===== src/sv/sga_pkg.sv =====
// Shared types and constants of the snow grid automaton.
`default_nettype none

package sga_pkg;

	// Command codes of the input channel.
	typedef enum logic [2:0] {
		CMD_TICK  = 3'd0,
		CMD_LEFT  = 3'd1,
		CMD_RIGHT = 3'd2,
		CMD_FIRE  = 3'd3,
		CMD_READ  = 3'd4
	} cmd_t;

	// Cell kinds reported by a read.
	typedef enum logic [1:0] {
		KIND_EMPTY  = 2'd0,
		KIND_FLAKE  = 2'd1,
		KIND_CANNON = 2'd2
	} kind_t;

	// Sequencer states.
	typedef enum logic [3:0] {
		ST_IDLE,
		ST_TICK_BOT,
		ST_TICK_CUR,
		ST_TICK_SCAN,
		ST_TICK_WB,
		ST_TICK_LAST,
		ST_FIRE,
		ST_READ,
		ST_FINISH
	} state_t;

	// Reset value of the tie-break LFSR.
	localparam logic [15:0] SEED_RESET = 16'd44257;

	// Neighborhood of the cell under the scan: current row and row below.
	typedef struct packed {
		logic cur_c;
		logic cur_l;
		logic cur_r;
		logic blw_c;
		logic blw_l;
		logic blw_r;
		logic at_left;
		logic at_right;
	} nbr_t;

	// Update of one scan step.
	typedef struct packed {
		logic clear_cur;
		logic set_c;
		logic set_l;
		logic set_r;
		logic tie_used;
	} move_t;

endpackage

`default_nettype wire


===== src/sv/sga_row_mem.sv =====
// Row memory of the flake grid: one write port, one registered read port.
`default_nettype none

module sga_row_mem #(
	parameter int WIDTH = 64,
	parameter int DEPTH = 32,
	localparam int AW = $clog2(DEPTH)
) (
	input  logic             clk,
	input  logic             arst_n,
	input  logic             wr_en,
	input  logic [AW-1:0]    wr_addr,
	input  logic [WIDTH-1:0] wr_data,
	input  logic             rd_en,
	input  logic [AW-1:0]    rd_addr,
	output logic [WIDTH-1:0] rd_data
);

	logic [WIDTH-1:0] mem_q [DEPTH];
	logic [DEPTH-1:0] vld_q;
	logic [WIDTH-1:0] rd_data_q;
	logic             rd_vld_q;

	always_ff @(posedge clk) begin
		if (wr_en) begin
			mem_q[wr_addr] <= wr_data;
		end
		if (rd_en) begin
			rd_data_q <= mem_q[rd_addr];
		end
	end

	// Rows never written read as empty.
	always_ff @(posedge clk or negedge arst_n) begin
		if (!arst_n) begin
			vld_q    <= '0;
			rd_vld_q <= 1'b0;
		end else begin
			if (wr_en) begin
				vld_q[wr_addr] <= 1'b1;
			end
			if (rd_en) begin
				rd_vld_q <= vld_q[rd_addr];
			end
		end
	end

	assign rd_data = rd_vld_q ? rd_data_q : '0;

endmodule

`default_nettype wire


===== src/sv/sga_col_step.sv =====
// Flake rule for one cell of the tick scan.
`default_nettype none

module sga_col_step (
	input  sga_pkg::nbr_t  nbr,
	input  logic           tie_left,
	output sga_pkg::move_t mv
);

	logic lblk;
	logic rblk;

	always_comb begin
		lblk = nbr.at_left || nbr.cur_l || nbr.blw_l;
		rblk = nbr.at_right || nbr.cur_r || nbr.blw_r;
		mv = '0;
		if (nbr.cur_c) begin
			if (!nbr.blw_c) begin
				mv.clear_cur = 1'b1;
				mv.set_c     = 1'b1;
			end else if (!(lblk && rblk)) begin
				mv.clear_cur = 1'b1;
				if (!lblk && !rblk) begin
					mv.tie_used = 1'b1;
					mv.set_l    = tie_left;
					mv.set_r    = !tie_left;
				end else if (rblk) begin
					mv.set_l = 1'b1;
				end else begin
					mv.set_r = 1'b1;
				end
			end
		end
	end

endmodule

`default_nettype wire


===== src/sv/snow_grid_automaton_unit.sv =====
// Top level of the snow grid automaton: sequencer, scan registers, cannon and LFSR.
`default_nettype none

// Falling-snow grid of GRID_WIDTH columns by GRID_HEIGHT rows, flakes in rows 1 and
// below, with a cannon on row 0. The grid sits in a row-wide synchronous memory;
// every command gives exactly one result transfer. Cannon moves, unknown commands
// and reads of row 0 or outside the grid need no memory access; a cell read of a
// grid row below the cannon reads that row, and fire reads row 1, then writes it
// back with the flake added if the cell under the cannon is empty. A tick reads
// the bottom row, then for each row from GRID_HEIGHT-2 up to 1 loads it, steps over
// its columns right to left one column per cycle, and writes the finished row below
// back. The row memory port pair allows the write-back of one row and the read
// of the next in the same cycle. Rows never written read as empty through per-row
// valid bits, so no clearing pass follows reset. Input is taken only while the
// sequencer idles; a finished result waits in an output register, so the next
// command is accepted before the last result is taken. The seed register port is
// always ready and loads the tie-break LFSR at once; the user must write it only
// while idle, and the block itself does not enforce this.
module snow_grid_automaton_unit #(
	parameter int GRID_WIDTH = 64,
	parameter int GRID_HEIGHT = 32,
	localparam int CW = $clog2(GRID_WIDTH),
	localparam int RW = $clog2(GRID_HEIGHT)
) (
	input  logic        clk,
	input  logic        arst_n,
	input  logic        in_valid,
	output logic        in_stall,
	input  logic [2:0]  command,
	input  logic [5:0]  read_column,
	input  logic [4:0]  read_row,
	output logic        out_valid,
	input  logic        out_stall,
	output logic        succeeded,
	output logic [1:0]  cell_kind,
	output logic [5:0]  cannon_column,
	input  logic        cfg_valid,
	output logic        cfg_ready,
	input  logic [15:0] random_seed
);

	sga_pkg::state_t state_q;
	sga_pkg::state_t state_d;

	// Scan registers: row being emptied and the row it falls into.
	logic [GRID_WIDTH-1:0] cur_q;
	logic [GRID_WIDTH-1:0] below_q;
	logic [RW-1:0]         row_q;
	logic [CW-1:0]         col_q;
	logic [CW-1:0]         l_idx;
	logic [CW-1:0]         r_idx;

	logic [5:0]  cannon_q;
	logic [CW-1:0] cannon_idx;
	logic [15:0] lfsr_q;
	logic [15:0] lfsr_next;

	// Read command decode.
	logic [8:0]    row_ext;
	logic [6:0]    col_ext;
	logic          rd_hit;
	logic [CW-1:0] rd_col_q;

	// Pending result and output register.
	logic            res_ok_q;
	sga_pkg::kind_t  res_kind_q;
	logic            out_valid_q;
	logic            succeeded_q;
	sga_pkg::kind_t  cell_kind_q;
	logic [5:0]      cannon_col_q;
	logic            out_free;
	logic            accept;

	// Memory ports.
	logic                  wr_en;
	logic [RW-1:0]         wr_addr;
	logic [GRID_WIDTH-1:0] wr_data;
	logic                  rd_en;
	logic [RW-1:0]         rd_addr;
	logic [GRID_WIDTH-1:0] rd_data;
	logic [GRID_WIDTH-1:0] fire_bit;

	sga_pkg::nbr_t  nbr;
	sga_pkg::move_t mv;

	sga_row_mem #(
		.WIDTH (GRID_WIDTH),
		.DEPTH (GRID_HEIGHT)
	) u_mem (
		.clk     (clk),
		.arst_n  (arst_n),
		.wr_en   (wr_en),
		.wr_addr (wr_addr),
		.wr_data (wr_data),
		.rd_en   (rd_en),
		.rd_addr (rd_addr),
		.rd_data (rd_data)
	);

	sga_col_step u_step (
		.nbr      (nbr),
		.tie_left (lfsr_q[0]),
		.mv       (mv)
	);

	assign in_stall  = (state_q != sga_pkg::ST_IDLE);
	assign accept    = in_valid && !in_stall;
	assign cfg_ready = 1'b1;
	assign out_free  = !out_valid_q || !out_stall;

	assign out_valid     = out_valid_q;
	assign succeeded     = succeeded_q;
	assign cell_kind     = cell_kind_q;
	assign cannon_column = cannon_col_q;

	assign row_ext    = {4'd0, read_row};
	assign col_ext    = {1'b0, read_column};
	assign rd_hit     = (row_ext < 9'(GRID_HEIGHT)) && (col_ext < 7'(GRID_WIDTH));
	assign cannon_idx = cannon_q[CW-1:0];

	// Fibonacci LFSR, taps 16,14,13,11, shifting right.
	assign lfsr_next = {lfsr_q[0] ^ lfsr_q[2] ^ lfsr_q[3] ^ lfsr_q[5], lfsr_q[15:1]};

	always_comb begin
		fire_bit             = '0;
		fire_bit[cannon_idx] = 1'b1;
	end

	// Neighbor columns; walls are flagged separately so the index stays in range.
	assign l_idx = (col_q == '0) ? col_q : col_q - CW'(1);
	assign r_idx = (col_q == CW'(GRID_WIDTH - 1)) ? col_q : col_q + CW'(1);

	always_comb begin
		nbr.cur_c    = cur_q[col_q];
		nbr.cur_l    = cur_q[l_idx];
		nbr.cur_r    = cur_q[r_idx];
		nbr.blw_c    = below_q[col_q];
		nbr.blw_l    = below_q[l_idx];
		nbr.blw_r    = below_q[r_idx];
		nbr.at_left  = (col_q == '0);
		nbr.at_right = (col_q == CW'(GRID_WIDTH - 1));
	end

	// State register.
	always_ff @(posedge clk or negedge arst_n) begin
		if (!arst_n) begin
			state_q <= sga_pkg::ST_IDLE;
		end else begin
			state_q <= state_d;
		end
	end

	// Next state and memory controls.
	always_comb begin
		state_d = state_q;
		rd_en   = 1'b0;
		rd_addr = '0;
		wr_en   = 1'b0;
		wr_addr = '0;
		wr_data = below_q;
		unique case (state_q)
			sga_pkg::ST_IDLE: begin
				if (in_valid) begin
					unique case (command)
						sga_pkg::CMD_TICK: begin
							rd_en   = 1'b1;
							rd_addr = RW'(GRID_HEIGHT - 1);
							state_d = sga_pkg::ST_TICK_BOT;
						end
						sga_pkg::CMD_FIRE: begin
							rd_en   = 1'b1;
							rd_addr = RW'(1);
							state_d = sga_pkg::ST_FIRE;
						end
						sga_pkg::CMD_READ: begin
							if (rd_hit && (read_row != '0)) begin
								rd_en   = 1'b1;
								rd_addr = row_ext[RW-1:0];
								state_d = sga_pkg::ST_READ;
							end else begin
								state_d = sga_pkg::ST_FINISH;
							end
						end
						default: state_d = sga_pkg::ST_FINISH;
					endcase
				end
			end
			sga_pkg::ST_TICK_BOT: begin
				rd_en   = 1'b1;
				rd_addr = RW'(GRID_HEIGHT - 2);
				state_d = sga_pkg::ST_TICK_CUR;
			end
			sga_pkg::ST_TICK_CUR: begin
				state_d = sga_pkg::ST_TICK_SCAN;
			end
			sga_pkg::ST_TICK_SCAN: begin
				if (col_q == '0) begin
					state_d = sga_pkg::ST_TICK_WB;
				end
			end
			sga_pkg::ST_TICK_WB: begin
				// Row below is final; fetch the next row up, if any, in the same cycle.
				wr_en   = 1'b1;
				wr_addr = row_q + RW'(1);
				wr_data = below_q;
				if (row_q == RW'(1)) begin
					state_d = sga_pkg::ST_TICK_LAST;
				end else begin
					rd_en   = 1'b1;
					rd_addr = row_q - RW'(1);
					state_d = sga_pkg::ST_TICK_CUR;
				end
			end
			sga_pkg::ST_TICK_LAST: begin
				wr_en   = 1'b1;
				wr_addr = RW'(1);
				wr_data = below_q;
				state_d = sga_pkg::ST_FINISH;
			end
			sga_pkg::ST_FIRE: begin
				wr_en   = !rd_data[cannon_idx];
				wr_addr = RW'(1);
				wr_data = rd_data | fire_bit;
				state_d = sga_pkg::ST_FINISH;
			end
			sga_pkg::ST_READ: begin
				state_d = sga_pkg::ST_FINISH;
			end
			sga_pkg::ST_FINISH: begin
				if (out_free) begin
					state_d = sga_pkg::ST_IDLE;
				end
			end
			default: state_d = sga_pkg::ST_IDLE;
		endcase
	end

	// Control registers: cannon, LFSR, output valid.
	always_ff @(posedge clk or negedge arst_n) begin
		if (!arst_n) begin
			cannon_q    <= '0;
			lfsr_q      <= sga_pkg::SEED_RESET;
			out_valid_q <= 1'b0;
		end else begin
			if (accept && (command == sga_pkg::CMD_LEFT) && (cannon_q != '0)) begin
				cannon_q <= cannon_q - 6'd1;
			end
			if (accept && (command == sga_pkg::CMD_RIGHT)
					&& (cannon_q != 6'(GRID_WIDTH - 1))) begin
				cannon_q <= cannon_q + 6'd1;
			end
			// A seed write wins over a tie step.
			if (cfg_valid) begin
				lfsr_q <= random_seed;
			end else if ((state_q == sga_pkg::ST_TICK_SCAN) && mv.tie_used) begin
				lfsr_q <= lfsr_next;
			end
			if (state_q == sga_pkg::ST_FINISH && out_free) begin
				out_valid_q <= 1'b1;
			end else if (!out_stall) begin
				out_valid_q <= 1'b0;
			end
		end
	end

	// Datapath registers.
	always_ff @(posedge clk) begin
		if (accept) begin
			rd_col_q <= col_ext[CW-1:0];
			if ((command == sga_pkg::CMD_READ) && rd_hit && (read_row == '0)
					&& (read_column == cannon_q)) begin
				res_kind_q <= sga_pkg::KIND_CANNON;
			end else begin
				res_kind_q <= sga_pkg::KIND_EMPTY;
			end
			case (command)
				sga_pkg::CMD_TICK:  res_ok_q <= 1'b1;
				sga_pkg::CMD_LEFT:  res_ok_q <= (cannon_q != '0);
				sga_pkg::CMD_RIGHT: res_ok_q <= (cannon_q != 6'(GRID_WIDTH - 1));
				sga_pkg::CMD_FIRE:  res_ok_q <= 1'b0;
				sga_pkg::CMD_READ:  res_ok_q <= 1'b1;
				default: res_ok_q <= 1'b0;
			endcase
		end
		case (state_q)
			sga_pkg::ST_TICK_BOT: begin
				below_q <= rd_data;
				row_q   <= RW'(GRID_HEIGHT - 2);
			end
			sga_pkg::ST_TICK_CUR: begin
				cur_q <= rd_data;
				col_q <= CW'(GRID_WIDTH - 1);
			end
			sga_pkg::ST_TICK_SCAN: begin
				if (mv.clear_cur) begin
					cur_q[col_q] <= 1'b0;
				end
				if (mv.set_c) begin
					below_q[col_q] <= 1'b1;
				end
				if (mv.set_l) begin
					below_q[l_idx] <= 1'b1;
				end
				if (mv.set_r) begin
					below_q[r_idx] <= 1'b1;
				end
				col_q <= col_q - CW'(1);
			end
			sga_pkg::ST_TICK_WB: begin
				below_q <= cur_q;
				row_q   <= row_q - RW'(1);
			end
			sga_pkg::ST_FIRE: begin
				res_ok_q <= !rd_data[cannon_idx];
			end
			sga_pkg::ST_READ: begin
				res_kind_q <= rd_data[rd_col_q] ? sga_pkg::KIND_FLAKE : sga_pkg::KIND_EMPTY;
			end
			sga_pkg::ST_FINISH: begin
				if (out_free) begin
					succeeded_q  <= res_ok_q;
					cell_kind_q  <= res_kind_q;
					cannon_col_q <= cannon_q;
				end
			end
			default: begin
			end
		endcase
	end

`ifndef SYNTHESIS
	// A scan step only moves flakes between the two rows, never loses or adds one.
	a_scan_keeps_flakes: assert property (@(posedge clk) disable iff (!arst_n)
		(state_q == sga_pkg::ST_TICK_SCAN) |=>
		(($countones(cur_q) + $countones(below_q))
			== $past($countones(cur_q) + $countones(below_q))))
		else $error("tick scan changed the flake count");

	a_no_same_row_rw: assert property (@(posedge clk) disable iff (!arst_n)
		(wr_en && rd_en) |-> (wr_addr != rd_addr))
		else $error("row memory read and write hit the same row");

	a_cannon_in_grid: assert property (@(posedge clk) disable iff (!arst_n)
		cannon_q <= 6'(GRID_WIDTH - 1))
		else $error("cannon left the grid");

	a_result_from_finish: assert property (@(posedge clk) disable iff (!arst_n)
		$rose(out_valid_q) |-> $past(state_q == sga_pkg::ST_FINISH))
		else $error("result raised outside the finish step");

	a_lfsr_moves_on_tie: assert property (@(posedge clk) disable iff (!arst_n)
		(lfsr_q != $past(lfsr_q)) |->
		($past(state_q == sga_pkg::ST_TICK_SCAN) || $past(cfg_valid)))
		else $error("LFSR advanced outside a tie");
`endif

endmodule

`default_nettype wire

===== config.mk =====
export PLATFORM = sky130hd
export DESIGN_NAME = snow_grid_automaton_unit
export DESIGN_NICKNAME = d
export VERILOG_FILES = /design/src/sv/sga_pkg.sv /design/src/sv/sga_row_mem.sv /design/src/sv/sga_col_step.sv /design/src/sv/snow_grid_automaton_unit.sv
export SDC_FILE = /design/constraint.sdc
export NUM_CORES = 2
export LEC_CHECK = 0
export ABC_AREA = 1
export BUFFER_PORTS_ARGS = -buffer_cell sky130_fd_sc_hd__buf_2
export CORE_ASPECT_RATIO = 2
export CORE_MARGIN = 3
export CORE_UTILIZATION = 68
export CTS_CLUSTER_DIAMETER = 60
export DETAILED_ROUTE_END_ITERATION = 16
export PLACE_DENSITY = 0.92
export SLEW_MARGIN = 20
export SYNTH_ARGS = -nofsm -noshare
export SYNTH_HDL_FRONTEND = slang
export SYNTH_SLANG_ARGS = --single-unit

===== constraint.sdc =====
create_clock -name clk -period 10.9 [get_ports clk]
set_input_delay 2.18 -clock clk [delete_from_list [all_inputs] [get_ports clk]]
set_output_delay 2.18 -clock clk [all_outputs]
set_load 0.01 [all_outputs]

==> results_dict.tcl, run 1 <==
set metrics [dict create \
    synthMostInstantiatedCell "edfxtp_1" \
    dp.cells 10855 \
    cts_htree_levels 4 \
    grt_max_degree 245 \
    ys_types 54 \
    syn_nets 9316 \
    clock_sinks 2329 \
    track_usage_pct 73.61 \
    postCtsSetupRepairBufs 0 \
    synth_top_area_cell "edfxtp_1" \
    syn_area_mm2 0.1024 \
    io_pins 47 \
    synth-seq-area-share_pct 68.00 \
    async_flop_share_pct 2.576 \
    haltStage "5_1_grt" \
    synth-seq-cells 2329 \
    status "aborted with a tool error" \
    yosysWarningCount 0 \
    die_y_um 554.9 \
    num_rows 200 \
    cts-root-buf "clkbuf_16" \
    post_cts_resized 0 \
    clockBufferDepth 4 \
    avgSynthCellArea_um2 11.05 \
    cts_buffers 193 \
    io_buffers 45 \
    synth_cells 9270 \
    synthTopCellsByCount "2269 x edfxtp_1, 2165 x nor2_1, 1255 x nand2_1" \
    synth_top_area_share_pct 66.52 \
    synth_edf_count 2269 \
    tool.error "[ERROR GRT-0232] Routing congestion too high. Check the congestion heatmap in the GUI." \
    hold_buffers 0 \
    die_w_um 280.4 \
    overflow 14 \
    hpwl_mm 266.7 \
    synthFlopType "edfxtp_1" \
    initial_core_util_pct 68.68 \
    gp_congestion 1.228 \
    preCtsSetupSlack_ns 3.963 \
    ys_top_cells_by_area "edfxtp_1 67%, nor2_1 7.9%, o21ai_0 4.6%" \
]
==> layer usage <==
metal,overflow,track usage (%)
met1,0,71.51
met2,6,90.49
met3,2,57.44
met4,6,76.37
met5,0,33.62
==> logic make-up after synthesis <==
family | synth area share [%]
AND/OR/NAND/NOR | 14.85
flip-flops | 68.00
AO/OA/AOI/OAI | 12.88
buffers and inverters | 3.971
XOR/XNOR | 0.1625
adder cells (fa/ha/maj) | 0.1417
other | 0.003661
==> per-stage QoR <==
step                      cell area [um2]  hold slack (ns)
after CTS                          111700           0.4071
after detailed placement           105200           0.4054
after floorplan                    102400           0.4003
after global placement             105200           0.4149
==> run 2, diff against run 1 <==
--- a/config.mk
+++ b/config.mk
@@ -7,12 +7,10 @@
 export LEC_CHECK = 0
 export ABC_AREA = 1
 export BUFFER_PORTS_ARGS = -buffer_cell sky130_fd_sc_hd__buf_2
-export CORE_ASPECT_RATIO = 2
 export CORE_MARGIN = 3
-export CORE_UTILIZATION = 68
-export CTS_CLUSTER_DIAMETER = 60
+export CORE_UTILIZATION = 40
 export DETAILED_ROUTE_END_ITERATION = 16
-export PLACE_DENSITY = 0.92
+export PLACE_DENSITY_LB_ADDON = 0.15
 export SLEW_MARGIN = 20
 export SYNTH_ARGS = -nofsm -noshare
 export SYNTH_HDL_FRONTEND = slang
==> run 2 against run 1 <==
  * The run now ends clean
  * Synthesized area is the same
  * Synthesized cell count is the same
==> results_dict.tcl, run 2 <==
set metrics [dict create \
    grt_pass1_vias 71445 \
    clockBufferDepth 4 \
    num_rows 185 \
    grt_max_degree 200 \
    gp_congestion 1.087 \
    internal_power_w 0.01901 \
    die_area_mm2 0.2622 \
    vias 77198 \
    p_leak_nw 39.04 \
    drtIter0Drc 11054 \
    crit_path_end_kind "flop" \
    post_drt_wl_per_cell_um 30.42 \
    nFillCells 23421 \
    finalPower_w 0.03034 \
    worst_pin_slew_ns 1.320 \
    final_common_cell "edfxtp_1" \
    synthMostInstantiatedCell "edfxtp_1" \
    p_switching_w 0.01133 \
    die_y_um 512.0 \
    setup_ws_ns 4.475 \
    slowest_stage "inv_2" \
    routed_via_density 6.064 \
    slew_headroom_pct 11.70 \
    r2r_setup_slack_ns 4.47 \
    status "completed" \
    postCtsSetupRepairBufs 0 \
    layout-drive-gt1-share_pct 8.784 \
    r2r-end "below_q[58]" \
    mostFrequentLayoutCells "2269 x edfxtp_1, 2128 x nor2_1, 1246 x nand2_1" \
    cp.required_ns 11.55 \
    met3_usage_pct 5.312 \
    grt_use_met1_pct 41.40 \
    cts_htree_levels 5 \
    cts_tree "yes" \
    synth-seq-area-share_pct 68.00 \
    post_cts_resized 0 \
    rsz0062_at_grt "no" \
    grt_pass1_wl_mm 544.0 \
    synth_edf_count 2269 \
    yosysWarningCount 0 \
    whs_path_depth 0 \
    period_minus_slack_ns 6.425 \
    ys_top_cells_by_area "edfxtp_1 67%, nor2_1 7.9%, o21ai_0 4.6%" \
    hpwl_mm 215.2 \
    swShare_pct 37.35 \
    fin_nets 9221 \
    hold_path_end "cell_kind[0]" \
    min_from "res_kind_q[0]" \
    syn_area_mm2 0.1024 \
    synth_cells 9270 \
    syn_nets 9316 \
    top_register "u_mem.mem_q" \
    ys_types 54 \
    path_class "reg2reg" \
    fmax_ghz 0.1556 \
    firstDrtPassIters 8 \
    synth-seq-cells 2329 \
    setup_viol 0 \
    io_pins 47 \
    core-area_mm2 0.2544 \
    min_period_over_period_pct 58.95 \
    power_density_mw_per_mm2 263.6 \
    synth_top_area_share_pct 66.52 \
    drc 0 \
    initial_core_util_pct 40.26 \
    path_cells "ha_1 > nand2_2 > inv_1 > nand2_1 > nand2_1 > inv_2 > nand3_2 > inv_2 > nand2_1 > nand3_1 > nor2_1 > nand2_1 > nand3_1 > nand2_2 > nor2_8 > nand2_4 > buf_4 > nand3_1 > nand2_1 > nand2_1 > nand2_1 > nand2_1" \
    grt-busiest-layer "met2" \
    cpPeakStageDelay_ns 0.79 \
    io_buffers 45 \
    hold_buffers 0 \
    final_util_pct 45.24 \
    clock_skew_ns 0.06846 \
    largest_reg_flops 2048 \
    hold_class "reg2reg" \
    path_clk_slew_ns 0.06 \
    clkLatencyLatePin_ns 0.95 \
    pwr-share-seq_pct 40.3 \
    die_w_um 512.0 \
    overflow 0 \
    cp_common_cell "nand2_1" \
    reg2reg_depth 22 \
    antenna_found_initial 10 \
    arrival_ns 7.08 \
    max_cap_viol_count 0 \
    preCtsSetupSlack_ns 4.294 \
    clkPwrFrac_pct 28.4 \
    crit_path_max_fanout 41 \
    r2r_start "col_q[0]" \
    startpoint_type "flop" \
    timing.final.hold_violations 0 \
    track_usage_pct 28.60 \
    area_delta_synth_final_pct 12.35 \
    synthFlopType "edfxtp_1" \
    ant_nets 0 \
    synth_top_area_cell "edfxtp_1" \
    async_flop_share_pct 2.576 \
    clock_sinks 2329 \
    synthTopCellsByCount "2269 x edfxtp_1, 2165 x nor2_1, 1255 x nand2_1" \
    maxSlewViolCount 0 \
    peakVddDrop_uv 192.9 \
    drt_wl_total_mm 387.3 \
    avgSynthCellArea_um2 11.05 \
    setup-tns-final_ns 0 \
    grt_use_met2_pct 42.47 \
    cts_buffers 274 \
    cts-root-buf "clkbuf_16" \
    power_frac_comb_pct 31.3 \
]
==> run 2: cell counts after synthesis <==
Identical to the previous run, type by type.
==> run 2: cells by family after synthesis <==
family / share of synthesized area, %
adder cells (fa/ha/maj): 0.1417
AND/OR/NAND/NOR: 14.85
AO/OA/AOI/OAI: 12.88
buffers and inverters: 3.971
flip-flops: 68.00
other: 0.003661
XOR/XNOR: 0.1625
==> run 2: layer usage <==
layer  wire length, um  vias to the layer above
met3             38480                      899
met5                13                        -
met1            162900                    38753
met4             17510                        2
li1                  -                    33163
met2            168400                     4381
==> run 2: stage by stage <==
step	hold slack, ns	instance area, um2	instances
global route	0.4276	115100	12726
detailed placement	0.4079	106900	12265
finish	0.4240	115100	12730
global placement	0.4073	106900	12265
CTS	0.4212	115100	12724
floorplan	0.4003	102400	9270
==> run 2: power groups by stage <==
stage / Sequential, W / Clock, W / Combinational [W]
2_1_floorplan: 0.0121 / 0 / 0.00552
3_3_place_gp: 0.0124 / 0 / 0.00920
3_5_place_dp: 0.0124 / 0 / 0.00925
4_1_cts: 0.0122 / 0.00876 / 0.00928
5_1_grt: 0.0122 / 0.00911 / 0.0102
6_report: 0.0122 / 0.00862 / 0.00948
==> run 2: worst max path at each step <==
stage,from,to,slack [ns]
2_1_floorplan,col_q[0],cur_q[0],3.52
3_3_place_gp,in_valid,u_mem.rd_data_q[39],4.37
3_5_place_dp,in_valid,u_mem.rd_data_q[39],4.29
4_1_cts,col_q[0],below_q[58],4.78
5_1_grt,col_q[0],below_q[29],4.47
6_report,col_q[0],below_q[58],4.47
==> run 2: layout make-up <==
type	count	area [um2]	area share [%]
sequential	2329	69650	60.52
multi-input combinational	5928	29410	25.56
inverter	396	1516	1.318
timing repair buffer	246	2074	1.803
tap	3366	4212	3.660
clock inverter	114	922.1	0.8013
clock buffer	345	7279	6.326
antenna	6	15.01	0.01305
==> run 2: worst max-delay path: cells and delay by family, from the launching register on <==
kind / cells / cell delay [ns]
fa+ha+maj: 1 / 0.33
simple gates: 17 / 2.88
buf+inv: 4 / 2.25
flops: 1 / 0.60
Note: power is estimated with default switching activity, not from simulation.
